### config.mk
export PLATFORM = sky130hd
export DESIGN_NAME = utf16_to_utf8_transcoder
export DESIGN_NICKNAME = d
export VERILOG_FILES = /design/src/hdl/utt_pkg.sv /design/src/hdl/utt_front.sv /design/src/hdl/utt_queue.sv /design/src/hdl/utt_back.sv /design/src/hdl/utf16_to_utf8_transcoder.sv
export SDC_FILE = /design/constraint.sdc
export NUM_CORES = 1
export LEC_CHECK = 0
export BUFFER_PORTS_ARGS = -buffer_cell sky130_fd_sc_hd__buf_4
export CORE_ASPECT_RATIO = 2
export CORE_MARGIN = 2
export CORE_UTILIZATION = 45
export DETAILED_ROUTE_END_ITERATION = 8
export GPL_TIMING_DRIVEN = 0
export MAX_ROUTING_LAYER = met4
export PLACE_DENSITY = 0.7
export SYNTH_ARGS = -nofsm -noshare
export SYNTH_HDL_FRONTEND = slang
export SYNTH_SLANG_ARGS = --single-unit
### constraint.sdc
create_clock -name clk -period 6.5 [get_ports clk]
set_input_delay 0 -clock clk [delete_from_list [all_inputs] [get_ports clk]]
set_output_delay 0 -clock clk [all_outputs]
set_load 0.01 [all_outputs]
### src/hdl/utt_pkg.sv
// ----------------------------------------------------------------------------
// utt_pkg
// Shared types and constants for the UTF-16 to UTF-8 transcoder.
// ----------------------------------------------------------------------------
package utt_pkg;

  // Width of the per-string byte counter
  localparam int CNT_W = 16;
  // Width of the capacity register and of the reported byte count
  localparam int CAP_W = 16;
  localparam int BW_W  = 16;
  // Width that holds counter + char length and the limit without overflow
  localparam int SUM_W = ((CNT_W > CAP_W) ? CNT_W : CAP_W) + 1;
  localparam logic [SUM_W-1:0] CNT_MAX = {{(SUM_W - CNT_W){1'b0}}, {CNT_W{1'b1}}};

  localparam logic [CAP_W-1:0] CAP_RESET = 16'd256;

  // Queue between front and back
  localparam int QDEPTH = 4;
  localparam int QPTR_W = $clog2(QDEPTH);

  // Surrogate ranges
  localparam logic [15:0] SURR_MIN     = 16'hD800;
  localparam logic [15:0] LOW_HALF_MIN = 16'hDC00;
  localparam logic [15:0] SURR_MAX     = 16'hDFFF;

  // UTF-8 lead and continuation markers
  localparam logic [7:0] LEAD2     = 8'hC0;
  localparam logic [7:0] LEAD3     = 8'hE0;
  localparam logic [7:0] LEAD4     = 8'hF0;
  localparam logic [7:0] CONT      = 8'h80;
  localparam logic [7:0] CONT_MASK = 8'h3F;

  typedef struct packed {
    logic [15:0] code_unit;
    logic        final_unit;
  } in_item_t;

  typedef struct packed {
    logic [7:0]      out_byte;
    logic            is_terminator;
    logic [BW_W-1:0] bytes_written;
  } out_item_t;

  // One queued transaction: up to four character bytes, then an optional NUL
  typedef struct packed {
    logic [3:0][7:0] char_bytes;
    logic [2:0]      nbytes;
    logic            term;
    logic [BW_W-1:0] count;
  } cmd_t;

endpackage

### src/hdl/utt_front.sv
// ----------------------------------------------------------------------------
// utt_front
// Accepts code units, pairs surrogates, checks capacity and encodes each
// character into a byte command for the back end.
// ----------------------------------------------------------------------------
module utt_front (
  input  logic                     clk,
  input  logic                     rst_n,
  input  logic                     in_valid,
  input  utt_pkg::in_item_t        in_data,
  input  logic [utt_pkg::CAP_W-1:0] cap,
  input  logic                     q_full,
  output logic                     push,
  output utt_pkg::cmd_t            cmd
);
  import utt_pkg::*;

  logic [15:0]      held_r, held_nxt;
  logic             held_valid_r, held_valid_nxt;
  logic [CNT_W-1:0] wc_r, wc_nxt;
  logic             done_r, done_nxt;

  logic             acc;
  logic [15:0]      unit;
  logic             fin;
  logic [15:0]      hi, lo;
  logic [20:0]      cp;
  logic [2:0]       len;
  logic [3:0][7:0]  enc;
  logic [CAP_W-1:0] lim16;
  logic [SUM_W-1:0] lim;
  logic [SUM_W-1:0] sum;

  assign acc  = in_valid && !q_full;
  assign unit = in_data.code_unit;
  assign fin  = in_data.final_unit;

  // Held half decides the order of the pair
  always_comb begin
    if (held_r >= LOW_HALF_MIN) begin
      hi = unit;
      lo = held_r;
    end else begin
      hi = held_r;
      lo = unit;
    end
  end

  always_comb begin
    if (held_valid_r) begin
      cp = 21'h10000 + 21'({hi[9:0], 10'b0}) + 21'(lo[9:0]);
    end else begin
      cp = 21'(unit);
    end
  end

  always_comb begin
    if (cp < 21'h80) begin
      len = 3'd1;
    end else if (cp < 21'h800) begin
      len = 3'd2;
    end else if (cp < 21'h10000) begin
      len = 3'd3;
    end else begin
      len = 3'd4;
    end
  end

  always_comb begin
    enc = '0;
    case (len)
      3'd1: begin
        enc[0] = cp[7:0];
      end
      3'd2: begin
        enc[0] = LEAD2 | {3'b0, cp[10:6]};
        enc[1] = CONT | ({2'b0, cp[5:0]} & CONT_MASK);
      end
      3'd3: begin
        enc[0] = LEAD3 | {4'b0, cp[15:12]};
        enc[1] = CONT | {2'b0, cp[11:6]};
        enc[2] = CONT | {2'b0, cp[5:0]};
      end
      default: begin
        enc[0] = LEAD4 | {5'b0, cp[20:18]};
        enc[1] = CONT | {2'b0, cp[17:12]};
        enc[2] = CONT | {2'b0, cp[11:6]};
        enc[3] = CONT | {2'b0, cp[5:0]};
      end
    endcase
  end

  // Byte limit: capacity minus the NUL, clamped to the counter range
  assign lim16 = (cap == '0) ? '0 : cap - 1'b1;
  assign lim   = (SUM_W'(lim16) > CNT_MAX) ? CNT_MAX : SUM_W'(lim16);
  assign sum   = SUM_W'(wc_r) + SUM_W'(len);

  always_comb begin
    logic has_char;
    logic ends;
    logic [SUM_W-1:0] cnt_ext;
    has_char       = 1'b0;
    ends           = fin;
    held_nxt       = held_r;
    held_valid_nxt = held_valid_r;
    wc_nxt         = wc_r;
    done_nxt       = done_r;
    push           = 1'b0;
    cmd            = '0;
    cnt_ext        = '0;
    if (acc) begin
      if (done_r) begin
        if (fin) begin
          done_nxt = 1'b0;
          wc_nxt   = '0;
        end
      end else begin
        if (held_valid_r) begin
          has_char       = 1'b1;
          held_valid_nxt = 1'b0;
          held_nxt       = '0;
        end else if (unit == '0) begin
          ends = 1'b1;
        end else if (unit >= SURR_MIN && unit <= SURR_MAX) begin
          if (!fin) begin
            held_nxt       = unit;
            held_valid_nxt = 1'b1;
          end
        end else begin
          has_char = 1'b1;
        end

        if (has_char) begin
          if (sum <= lim) begin
            cmd.char_bytes = enc;
            cmd.nbytes     = len;
            wc_nxt         = sum[CNT_W-1:0];
          end else begin
            ends = 1'b1;
          end
        end

        if (ends) begin
          cnt_ext   = SUM_W'(wc_nxt);
          cmd.term  = 1'b1;
          cmd.count = cnt_ext[BW_W-1:0];
          held_nxt       = '0;
          held_valid_nxt = 1'b0;
          if (fin) begin
            wc_nxt   = '0;
            done_nxt = 1'b0;
          end else begin
            done_nxt = 1'b1;
          end
        end
        push = (cmd.nbytes != '0) || cmd.term;
      end
    end
  end

  always_ff @(posedge clk) begin
    if (!rst_n) begin
      held_r       <= '0;
      held_valid_r <= 1'b0;
      wc_r         <= '0;
      done_r       <= 1'b0;
    end else begin
      held_r       <= held_nxt;
      held_valid_r <= held_valid_nxt;
      wc_r         <= wc_nxt;
      done_r       <= done_nxt;
    end
  end

  a_held_is_surrogate: assert property (@(posedge clk) disable iff (!rst_n)
    held_valid_r |-> (held_r >= SURR_MIN && held_r <= SURR_MAX))
    else $error("held unit is not a surrogate");

  a_done_no_held: assert property (@(posedge clk) disable iff (!rst_n)
    done_r |-> !held_valid_r)
    else $error("surrogate held after string end");

  a_push_not_empty: assert property (@(posedge clk) disable iff (!rst_n)
    push |-> (cmd.nbytes <= 3'd4 && !q_full))
    else $error("bad command pushed");

endmodule

### src/hdl/utt_queue.sv
// ----------------------------------------------------------------------------
// utt_queue
// Small FIFO of byte commands between the front and back ends.
// ----------------------------------------------------------------------------
module utt_queue (
  input  logic          clk,
  input  logic          rst_n,
  input  logic          push,
  input  utt_pkg::cmd_t wr_data,
  input  logic          pop,
  output utt_pkg::cmd_t rd_data,
  output logic          full,
  output logic          empty
);
  import utt_pkg::*;

  cmd_t              mem_r [QDEPTH];
  logic [QPTR_W-1:0] wr_ptr_r, rd_ptr_r;
  logic [QPTR_W:0]   cnt_r;

  assign full    = (cnt_r == (QPTR_W + 1)'(QDEPTH));
  assign empty   = (cnt_r == '0);
  assign rd_data = mem_r[rd_ptr_r];

  always_ff @(posedge clk) begin
    if (push) begin
      mem_r[wr_ptr_r] <= wr_data;
    end
  end

  always_ff @(posedge clk) begin
    if (!rst_n) begin
      wr_ptr_r <= '0;
      rd_ptr_r <= '0;
      cnt_r    <= '0;
    end else begin
      if (push) begin
        wr_ptr_r <= wr_ptr_r + 1'b1;
      end
      if (pop) begin
        rd_ptr_r <= rd_ptr_r + 1'b1;
      end
      case ({push, pop})
        2'b10:   cnt_r <= cnt_r + 1'b1;
        2'b01:   cnt_r <= cnt_r - 1'b1;
        default: cnt_r <= cnt_r;
      endcase
    end
  end

  a_no_pop_empty: assert property (@(posedge clk) disable iff (!rst_n)
    pop |-> !empty)
    else $error("pop from empty queue");

  a_no_push_full: assert property (@(posedge clk) disable iff (!rst_n)
    push |-> !full)
    else $error("push into full queue");

  a_cnt_range: assert property (@(posedge clk) disable iff (!rst_n)
    cnt_r <= (QPTR_W + 1)'(QDEPTH))
    else $error("queue count out of range");

endmodule

### src/hdl/utt_back.sv
// ----------------------------------------------------------------------------
// utt_back
// Walks one command at a time and sends its bytes, then its NUL if it has
// one, one per cycle through the output register unless the output stalls.
// ----------------------------------------------------------------------------
module utt_back (
  input  logic               clk,
  input  logic               rst_n,
  input  logic               q_empty,
  input  utt_pkg::cmd_t      q_data,
  output logic               pop,
  output logic               out_valid,
  input  logic               out_stall,
  output utt_pkg::out_item_t out_data
);
  import utt_pkg::*;

  cmd_t      cur_r;
  logic      cur_valid_r;
  logic [2:0] idx_r;
  logic      out_valid_r;
  out_item_t out_data_r;

  logic       adv;
  logic [2:0] total;
  logic       last;
  out_item_t  item;

  assign adv   = !out_valid_r || !out_stall;
  assign total = cur_r.nbytes + {2'b0, cur_r.term};
  assign last  = cur_valid_r && adv && (idx_r == total - 1'b1);
  assign pop   = !q_empty && (!cur_valid_r || last);

  always_comb begin
    item = '0;
    if (idx_r < cur_r.nbytes) begin
      item.out_byte = cur_r.char_bytes[idx_r[1:0]];
    end else begin
      item.is_terminator = 1'b1;
      item.bytes_written = cur_r.count;
    end
  end

  always_ff @(posedge clk) begin
    if (!rst_n) begin
      cur_valid_r <= 1'b0;
      idx_r       <= '0;
      out_valid_r <= 1'b0;
    end else begin
      if (adv) begin
        out_valid_r <= cur_valid_r;
      end
      if (pop) begin
        idx_r <= '0;
      end else if (adv && cur_valid_r) begin
        idx_r <= idx_r + 1'b1;
      end
      if (pop) begin
        cur_valid_r <= 1'b1;
      end else if (last) begin
        cur_valid_r <= 1'b0;
      end
    end
  end

  always_ff @(posedge clk) begin
    if (pop) begin
      cur_r <= q_data;
    end
    if (adv && cur_valid_r) begin
      out_data_r <= item;
    end
  end

  assign out_valid = out_valid_r;
  assign out_data  = out_data_r;

  a_idx_range: assert property (@(posedge clk) disable iff (!rst_n)
    cur_valid_r |-> (idx_r < total))
    else $error("byte index past end of command");

  a_cmd_not_empty: assert property (@(posedge clk) disable iff (!rst_n)
    cur_valid_r |-> (total != 3'd0))
    else $error("empty command in the back end");

  a_out_hold: assert property (@(posedge clk) disable iff (!rst_n)
    (out_valid_r && out_stall) |=> (out_valid_r && $stable(out_data_r)))
    else $error("stalled output changed");

endmodule

### src/hdl/utf16_to_utf8_transcoder.sv
// ----------------------------------------------------------------------------
// utf16_to_utf8_transcoder
// Streaming UTF-16 to UTF-8 converter with capacity limit and NUL terminator.
// ----------------------------------------------------------------------------
// One code unit is taken per cycle, while the four-entry command queue has
// room; the output side sends one UTF-8 byte per cycle unless the receiver
// stalls, so the sustained cost of a unit is set by the byte-serial output
// register: one byte for ASCII, two or three for other basic-plane characters,
// four for a surrogate pair (spread over its two units), plus the NUL when a
// string ends. A held surrogate or a dropped unit costs nothing on the output
// side. The first byte of a unit passes through the command queue, the back
// end's command register and the output register before it is presented.
// The string ends on a zero unit, on the unit flagged final, or when the
// next character would not fit in cfg capacity minus one bytes; the NUL then
// carries the count of bytes sent, and units up to the final one are dropped.
// Write the capacity only while the block is idle.
// ----------------------------------------------------------------------------
module utf16_to_utf8_transcoder (
  input  logic                      clk,
  input  logic                      rst_n,
  input  logic                      in_valid,
  output logic                      in_stall,
  input  utt_pkg::in_item_t         in_data,
  output logic                      out_valid,
  input  logic                      out_stall,
  output utt_pkg::out_item_t        out_data,
  input  logic                      cfg_wr_en,
  input  logic [utt_pkg::CAP_W-1:0] cfg_wr_data
);
  import utt_pkg::*;

  // Destination size in bytes, NUL included
  logic [CAP_W-1:0] cap_r;

  logic push, pop, q_full, q_empty;
  cmd_t push_cmd, pop_cmd;

  always_ff @(posedge clk) begin
    if (!rst_n) begin
      cap_r <= CAP_RESET;
    end else if (cfg_wr_en) begin
      cap_r <= cfg_wr_data;
    end
  end

  // Hold the input while the queue has no free entry
  assign in_stall = q_full;

  // Front: pair surrogates, check capacity, encode a whole character
  utt_front u_front (
    .clk      (clk),
    .rst_n    (rst_n),
    .in_valid (in_valid),
    .in_data  (in_data),
    .cap      (cap_r),
    .q_full   (q_full),
    .push     (push),
    .cmd      (push_cmd)
  );

  // Queue: decouple unit acceptance from byte output
  utt_queue u_queue (
    .clk     (clk),
    .rst_n   (rst_n),
    .push    (push),
    .wr_data (push_cmd),
    .pop     (pop),
    .rd_data (pop_cmd),
    .full    (q_full),
    .empty   (q_empty)
  );

  // Back: serialize bytes and the terminator into the output register
  utt_back u_back (
    .clk       (clk),
    .rst_n     (rst_n),
    .q_empty   (q_empty),
    .q_data    (pop_cmd),
    .pop       (pop),
    .out_valid (out_valid),
    .out_stall (out_stall),
    .out_data  (out_data)
  );

endmodule

==> impl_metrics.csv <==
group,metric,value,unit
final_layout,drive_gt1_share,24.3,%
min_path,worstHoldStart,"in_data[15]",
final_layout,layout.nets,1234,
yosys,ys_types,72,
sta,max_slew_margin,40.1,%
final_layout,antennaDiodeCount,0,
sta,finalSetupViolCount,0,
clock_network,htreeDepth,1,
critical_path,cp.arrival,6.59,ns
drt,vias,8817,
yosys,syn_nets,1078,
min_path,worst_hold_path_type,"in -> reg",
critical_path,cp-start-kind,"register",
floorplanning,fp.dieW,131,microns
yosys,synth_top_area_share,55.6,%
placed_design,place_congestion,0.927,
clock_network,cts_tree,"yes",
floorplanning,die_h,258,microns
yosys,synth_edf_count,270,
yosys,synth_area_leaders,"edfxtp_1 (56%), mux4_2 (8.7%), dfxtp_1 (8.5%)",
critical_path,critPathMaxFanout,7,
critical_path,required,6.75,ns
placed_design,pre_cts_ws,-1.80,ns
critical_path,rr_worst_depth,26,
clock_network,cts_sinks,332,
floorplanning,io_pins,65,
pwr,ir_drop,0.205,mV
placed_design,post-dp-hpwl,21600,microns
drt,wire_per_inst,19.0,microns
grt,track_usage,18.7,%
drt,drtIter0Drc,622,
flow_run,drv_cap,0,
drt,via_per_inst,5.47,
critical_path,endpoint_kind,"register",
floorplanning,rows,93,
grt,antenna_found_initial,0,
yosys,synth_most_common_cell,"edfxtp_1",
clock_network,clockRootBuffer,"clkbuf_16",
clock_network,numCtsBuffers,28,
critical_path,rr_startpoint,"u_front.held_r[12]",
drt,drc,0,
critical_path,rrSetupSlack,0.16,ns
sta,slew_viol_final,0,
sta,worst_clock_skew,0.0168,ns
clock_network,ctsLongestPathBuffers,3,
floorplanning,dieArea,33900,sq um
yosys,syn_avg_cell_area,14.5,sq um
sta,worst_slew_pin_slew,0.874,ns
min_path,hold_depth,5,
sta,fmax,158,MHz
sta,hold_viol,0,
drt,wirelength,30600,microns
critical_path,path_class,"reg -> reg",
yosys,ys_ff_latch,332,
outcome,status,"finished, final reports clean",
clock_network,clkSlewWorstSetupHoldPaths,0.07,ns
yosys,ys_warn_count,0,
yosys,yosysTopAreaCell,"edfxtp_1",
drt,final_antenna_net_count,0,
floorplanning,core_area,32000,sq um
pwr,power.density,354,nW/um^2
drt,first_pass_iters,6,
sta,tns,0,ns
sta,period_share,97.5,%
placed_design,numPortBuffers,62,
final_layout,area.growth.synth_to_final,21.3,%
yosys,synthCells,1007,
yosys,syn_area,14600,sq um
grt,grt_pass1_wl,49000,microns
sta,setup_ws,0.164,ns
grt,grt_max_degree,30,
critical_path,r2r_end,"u_queue.mem_r[0][20]",
floorplanning,start_util,45.5,%
grt,grt_pass1_vias,9389,
sta,rsz0062_at_grt,"yes",
min_path,worstHoldEndpoint,"u_queue.mem_r[3][30]",
grt,overflow,0,
clock_network,insertion_delay,0.55,ns
pwr,power.leakage,6.38,nW
yosys,ys_async_sr_fraction,0,%
yosys,ys.flop_type,"edfxtp_1",
sta,finalCriticalPeriod,6.34,ns
yosys,synth_commonest_cells,"edfxtp_1 (270), nor2_1 (68), dfxtp_1 (62)",
yosys,ys_seq_area_share,64.2,%
## logic make-up (layout without fill, tap and decap cells)
group	after synthesis	count (layout)	synth area share, %
adders and majority gates	33	33	2.94
muxes	93	93	11.2
AOI/OAI and AO/OA	146	146	7.15
DFF	332	332	64.2
and+or+nand+nor	279	279	9.69
buffers and inverters	79	257	2.16
xor gates and xnor gates	45	45	2.70
## per-layer routing
metal	routed length (microns)	share of wire, %	track usage (%)	up-vias
li1	-	-	-	4156
met1	10800	35	18.8	4309
met2	17100	56	35.2	246
met3	1050	3.4	2.01	106
met4	1660	5.4	10.3	0
met5	0	0	-	-
## final cells by class
cell class / instances / area [sq um]
Fill cell: 2574 / 14300
Multi-Input combinational cell: 596 / 5330
Clock buffer: 32 / 737
Inverter: 26 / 97.6
Timing Repair Buffer: 127 / 1140
Clock inverter: 20 / 226
Buffer: 52 / 255
Tap cell: 427 / 534
Sequential cell: 332 / 9360
## per-stage QoR
| stage | std cells | utilization [%] | power [mW] | area [sq um] | hold WS, ns |
|---|---|---|---|---|---|
| finish | 1612 | 55.2 | 6.25 | 17700 | 0.136 |
| global route | 1612 | 55.2 | 6.57 | 17700 | 0.160 |
| CTS | 1605 | 54.5 | 6.32 | 17400 | 0.0995 |
| detailed placement | 1502 | 49.1 | 4.53 | 15700 | 0.224 |
| global placement | 1496 | 48.7 | 4.44 | 15600 | 0.221 |
| floorplan | 1007 | - | 4.00 | 14600 | 0.129 |
## sequential cells by signal (all words and copies together) (netlist names), 2 cells and up
| signal | flops |
|---|---|
| u_front.wc_r | 16 |
| u_queue.cnt_r | 3 |
| u_queue.rd_ptr_r | 2 |
| u_back.out_data | 25 |
| u_back.idx_r | 3 |
| u_queue.wr_ptr_r | 2 |
| u_queue.mem_r | 196 |
| cap_r | 16 |
| u_back.cur_r | 49 |
| u_front.held_r | 16 |
## where the power goes
group | switching [mW] | internal, mW | leakage, nW
sequential | 0.121 | 2.92 | 3.04
combinational | 0.806 | 0.673 | 2.87
clock | 0.747 | 0.985 | 0.471
## timing repair
item,in CTS,in global routing
hold buffers,41,0
pin swaps,11,12
setup buffers,11,7
hold endpoints to repair,47,0
gates resized for setup,61,44
setup endpoints to repair,229,223
## worst max-delay path: stages, from the launching register on
cell and delay, ns:
dfxtp_2 0.34, a31oi_4 0.28, nor2_4 0.08, buf_4 0.17, nand2_1 0.06, nand2_1 0.05, ha_2 0.22, a211o_1 0.23
a311o_1 0.40, o21ai_2 0.21, buf_6 0.13, and3_4 0.23, nor2_1 0.10, fa_2 0.38, a21o_1 0.21, and4_1 0.21
clkbuf_4 0.18, and3_2 0.25, and3_4 0.20, xor2_2 0.15, ha_1 0.30, nand4_1 0.15, nor4_4 0.07, a21o_1 0.19
o31ai_4 0.41, nand3_4 0.18, a211oi_1 0.63
## how the worst max path moves through the flow
stage	slack, ns	cells past startpoint	end	from
2_1_floorplan	0.25	27	u_queue.mem_r[0][36]	u_front.held_r[12]
3_3_place_gp	-1.70	26	u_queue.mem_r[0][17]	u_front.held_r[10]
3_5_place_dp	-1.80	26	u_queue.mem_r[0][23]	u_front.held_r[10]
4_1_cts	0.03	27	u_queue.mem_r[0][12]	u_front.held_r[10]
5_1_grt	-0.05	27	u_queue.mem_r[3][6]	u_front.held_r[10]
6_report	0.16	26	u_queue.mem_r[0][20]	u_front.held_r[12]
## layout by cell type (no fill, tap or decap), drive strengths merged, types with 28 or more instances in the layout
master	count
nor2b	29
buf	105
o21ai	28
ha	31
dfxtp	62
nand3	32
mux4	56
dlygate4sd3	41
inv	29
nor2	69
and2	29
nand2	53
clkbuf	65
mux2i	36
edfxtp	270
Power figures use the tool's default switching activity.
